--- config.mk ---
export PLATFORM = sky130hd
export DESIGN_NAME = ebas_ctrl
export DESIGN_NICKNAME = d
export VERILOG_FILES = /design/src/rtl/core/ebas_pkg.sv /design/src/rtl/core/ebas_ctrl.sv
export SDC_FILE = /design/constraint.sdc
export NUM_CORES = 1
export LEC_CHECK = 0
export BUFFER_PORTS_ARGS = -buffer_cell sky130_fd_sc_hd__buf_2
export CAP_MARGIN = 0
export CORE_AREA = 2 2 39 41
export CTS_CLUSTER_DIAMETER = 40
export CTS_CLUSTER_SIZE = 12
export DETAILED_ROUTE_END_ITERATION = 8
export DIE_AREA = 0 0 41 43
export PLACE_DENSITY = 0.69
export SLEW_MARGIN = 20
export SYNTH_ARGS = -nofsm -noshare
export SYNTH_HDL_FRONTEND = slang
export SYNTH_SLANG_ARGS = --single-unit
--- constraint.sdc ---
create_clock -name clock -period 2 [get_ports clock]
set_clock_uncertainty 0.1 [all_clocks]
set_input_delay 0.2 -clock clock [delete_from_list [all_inputs] [get_ports clock]]
set_output_delay 0.2 -clock clock [all_outputs]
set_load 0.01 [all_outputs]
--- src/rtl/core/ebas_pkg.sv ---
`timescale 1ns / 1ps
`default_nettype none
package ebas_pkg;

   // request operation codes
   localparam logic OP_CHOOSE = 1'b0;
   localparam logic OP_REWARD = 1'b1;

   // register indexes
   localparam logic CSR_ARM_COUNT     = 1'b0;
   localparam logic CSR_LEARNING_RATE = 1'b1;

   // fixed-point constants
   localparam int DIVIDEND_W = 37;
   localparam logic [30:0] Q30_ONE = 31'h4000_0000;
   localparam logic [32:0] EXP_LIMIT = 33'h0_0010_0000;
   localparam logic [3:0] TERM_COUNT = 4'd10;
   localparam logic [31:0] WEIGHT_ONE = 32'h0001_0000;

   typedef enum logic [3:0] {
      ST_IDLE,
      ST_DISPATCH,
      ST_MAX_RD,
      ST_MAX_CMP,
      ST_SUM_RD,
      ST_SUM_EXP,
      ST_SUM_WAIT,
      ST_THR,
      ST_SEL_RD,
      ST_SEL_EXP,
      ST_SEL_WAIT,
      ST_PROB,
      ST_PEN,
      ST_DIV_WAIT
   } ctrl_state_type;

   typedef enum logic [2:0] {
      EXP_IDLE,
      EXP_MUL,
      EXP_DIV,
      EXP_FIX,
      EXP_SQR,
      EXP_DONE
   } exp_phase_type;

   // controller to datapath
   typedef struct packed {
      logic load;
      logic idx_clear;
      logic idx_inc;
      logic max_step;
      logic sum_add;
      logic exp_start;
      logic thr_load;
      logic sel_step;
      logic div_start;
      logic finish;
   } ebas_cmd_type;

   // datapath to controller
   typedef struct packed {
      logic is_reward;
      logic idx_last;
      logic exp_done;
      logic div_done;
      logic sel_hit;
   } ebas_stat_type;

   // floor(2^31 / k) for the series divisors
   function automatic logic [31:0] recip_q31(input logic [3:0] k);
      logic [31:0] m;
      unique case (k)
         4'd1:    m = 32'd2147483648;
         4'd2:    m = 32'd1073741824;
         4'd3:    m = 32'd715827882;
         4'd4:    m = 32'd536870912;
         4'd5:    m = 32'd429496729;
         4'd6:    m = 32'd357913941;
         4'd7:    m = 32'd306783378;
         4'd8:    m = 32'd268435456;
         4'd9:    m = 32'd238609294;
         4'd10:   m = 32'd214748364;
         default: m = 32'd0;
      endcase
      return m;
   endfunction

endpackage
`default_nettype wire

--- src/rtl/core/ebas_ctrl.sv ---
`timescale 1ns / 1ps
`default_nettype none
module ebas_ctrl import ebas_pkg::*; (
   input  wire logic          clock,
   input  wire logic          reset,
   input  wire logic          start,
   output logic               busy,
   output ebas_cmd_type       cmd,
   input  wire ebas_stat_type stat
);

   ctrl_state_type state_ff, state_in;

   always_ff @(posedge clock) begin
      if (reset) begin
         state_ff <= ST_IDLE;
      end else begin
         state_ff <= state_in;
      end
   end

   // sequencing of the arm walks
   always_comb begin
      state_in = state_ff;
      cmd      = '0;
      unique case (state_ff) inside
         ST_IDLE: begin
            if (start) begin
               cmd.load = 1'b1;
               state_in = ST_DISPATCH;
            end
         end
         ST_DISPATCH: begin
            state_in = stat.is_reward ? ST_PEN : ST_MAX_RD;
         end
         ST_MAX_RD: begin
            state_in = ST_MAX_CMP;
         end
         ST_MAX_CMP: begin
            cmd.max_step = 1'b1;
            if (stat.idx_last) begin
               cmd.idx_clear = 1'b1;
               state_in      = ST_SUM_RD;
            end else begin
               cmd.idx_inc = 1'b1;
               state_in    = ST_MAX_RD;
            end
         end
         ST_SUM_RD: begin
            state_in = ST_SUM_EXP;
         end
         ST_SUM_EXP: begin
            cmd.exp_start = 1'b1;
            state_in      = ST_SUM_WAIT;
         end
         ST_SUM_WAIT: begin
            if (stat.exp_done) begin
               cmd.sum_add = 1'b1;
               if (stat.idx_last) begin
                  state_in = ST_THR;
               end else begin
                  cmd.idx_inc = 1'b1;
                  state_in    = ST_SUM_RD;
               end
            end
         end
         ST_THR: begin
            cmd.thr_load = 1'b1;
            state_in     = ST_SEL_RD;
         end
         ST_SEL_RD: begin
            state_in = ST_SEL_EXP;
         end
         ST_SEL_EXP: begin
            cmd.exp_start = 1'b1;
            state_in      = ST_SEL_WAIT;
         end
         ST_SEL_WAIT: begin
            if (stat.exp_done) begin
               cmd.sel_step = 1'b1;
               if (stat.sel_hit || stat.idx_last) begin
                  state_in = ST_PROB;
               end else begin
                  cmd.idx_inc = 1'b1;
                  state_in    = ST_SEL_RD;
               end
            end
         end
         ST_PROB, ST_PEN: begin
            cmd.div_start = 1'b1;
            state_in      = ST_DIV_WAIT;
         end
         ST_DIV_WAIT: begin
            if (stat.div_done) begin
               cmd.finish = 1'b1;
               state_in   = ST_IDLE;
            end
         end
         default: begin
            state_in = ST_IDLE;
         end
      endcase
   end

   assign busy = (state_ff != ST_IDLE);

endmodule
`default_nettype wire

==> metrics.cfg <==
[synthesis]
ys_seq_area_share_pct=14.6
yosys.area_share.simple_pct=39.1
synth_area_um2=547
synth_cell_type_count=38
synth_edf_count=0
synth_mux_area_share_pct=1.83
synth_fa_ha_area_share_pct=0
synth_flop_cell=dfxtp_1
synthXorXnorAreaFrac_pct=1.60
netlist_instances=81
syn_avg_cell_area_um2=6.75
synth_top_family_by_area=simple AND/OR/NAND/NOR gates
synth_nets=89
synth_compound_area_share_pct=32.0
ys_ff_latch=4
synthArstFlopShare_pct=0
yosys_warnings=0

[routing]
wl_um=1450
drtIter0Drc=5
dr.pass1.iters=4
vias_per_cell=5.73
drc=0
antenna_left=0
drt-wirelength-per-cell_um=12.7
vias=653

[clocking]
hold_buffers=0
clkTransAtPathRegs_ns=0.04
cts_buffers=3
cts_root_buffer=clkbuf_4
cts_setup_buffers=0
clk_path_buf_depth=2
clk_latency_ns=0.23
cts_resized=0
cts_tree=done
cts_max_level=1
cts_sinks=4

[finish]
syn_to_final_growth_pct=21.7
fin_cells=114
diodes=0
multi_input_area_um2=408
top_regs=state_ff x4
most-common-layout-cells=18 x buf_2, 8 x nor2_1, 5 x inv_1, 5 x a21oi_1, 5 x nand2_1
regMostFlops=state_ff
fill_cells=145
regArea_um2=80.1
drive_above_1_share_pct=29.6
nets=108
mostFrequentLayoutCell=buf_2
largest_reg_flops=4

[setup_path]
arrival_ns=1.58
reg2reg_slack_ns=0.34
cp-start-kind=register
timing.rr.start=state_ff[2]
crit_end=cmd[7]
rr_worst_depth=4
crit_path_start=state_ff[2]
critPathMaxFanout=16
r2r-end=state_ff[0]
cp.required_ns=1.70
crit_path_end_kind=output port
criticalPathCategory=reg2out

[global_route]
grt_max_degree=17
grt_overflow_total=0
grt_use_total_pct=18.1
antenna_found_initial=0
first_global_vias=592
grt_pass1_wl_um=2260

[floorplanning]
dieArea_mm2=0.00176
coreArea_mm2=0.00138
die_x_um=41
std_cell_rows=14
die_h_um=43
start_util_pct=39.5
io_pins=19

[timing]
rsz0062_at_grt=no
hold_viol=0
finalSetupViolCount=0
fin_crit_sh_pct=94.0
period_minus_slack_ns=1.88
tns_ns=0
max_freq_mhz=532
slew_headroom_pct=65.2
tightest_slew_ns=0.521
drv_slew=0

[placement]
portBuffers=18
hpwlAfterDp_um=1150
place_inst=111
place.gp.congestion=0.854

[pwr]
leakagePower_nw=0.314
vdd_drop_max_mv=0.538
power.density_mw_per_mm2=1210

[worst_hold_path]
hold_path_class=in2reg

[run]
cap_violations=0

[outcome]
outcome=completed

## area by class of cell
class	instances	area share [%]
flip-flops and latches	4	12.0
well taps	16	3.01
clock buffers	3	3.38
multi-input cells	64	61.3
inverters	6	3.38
repair buffers	21	16.9
## kinds of logic (layout without fill, tap and decap cells)
group	Yosys count	count (layout)
AND/OR/NAND/NOR	38	38
multiplexers	1	1
AO/OA/AOI/OAI	24	24
flip-flops	4	4
XOR/XNOR	1	1
buffers and inverters	13	30
## worst min-delay path by stage
stage                     start           to  slack (ns)  depth (start not counted)
after floorplan           reset  state_ff[3]        0.17                          1
after global placement    reset  state_ff[3]        0.33                          2
after detailed placement  reset  state_ff[3]        0.33                          2
after CTS                 reset  state_ff[3]        0.08                          2
after global routing      reset  state_ff[3]        0.08                          2
final                     reset  state_ff[3]        0.08                          2
## report_power, final
group | switching (W) | internal (W)
combinational | 0.000283 | 0.000222
sequential | 0.0000945 | 0.000111
clock | 0.0000311 | 0.0000669
## cell usage after synthesis (2+ instances only)
cell | instances | area share [%]
nand2b_1 | 4 | 4.6
buf_1 | 2 | 1.4
nor4_1 | 2 | 2.3
nor2_1 | 8 | 5.5
nor2b_1 | 2 | 2.3
a31o_1 | 2 | 3.2
nand2_1 | 5 | 3.4
a21oi_1 | 5 | 4.6
a31oi_1 | 3 | 3.4
and4_1 | 2 | 3.2
nand4_1 | 2 | 2.3
nor3_1 | 4 | 3.7
clkbuf_1 | 2 | 1.4
inv_1 | 5 | 3.4
and3_1 | 3 | 3.4
nand4b_1 | 2 | 3.2
buf_2 | 2 | 1.8
o21ai_0 | 3 | 2.7
dfxtp_1 | 4 | 15
## stage by stage
step,util (%),power (W),hold slack [ns],cell area (um^2),worst slack (ns)
after floorplan,-,0.000580,0.168,547,0.456
after global placement,46.5,0.000697,0.329,643,0.372
after detailed placement,46.5,0.000707,0.327,643,0.344
after CTS,48.1,0.000809,0.0765,666,0.123
after global routing,48.1,0.000891,0.0794,666,0.0277
final,48.1,0.000808,0.0826,666,0.121
## worst max-delay path, stage by stage (launching register included)
cell and delay (ns):
dfxtp_1 0.64, xor2_1 0.24, nand4_1 0.12, a31o_1 0.19
nand2_1 0.05, buf_2 0.12
## per-layer routing
metal	routed length, um	global-route usage, %
met3	58	6.28
met2	710	27.5
met1	684	23.7
met4	0	4.00
met5	0	0
No activity file was read; power rests on OpenSTA's default activity.
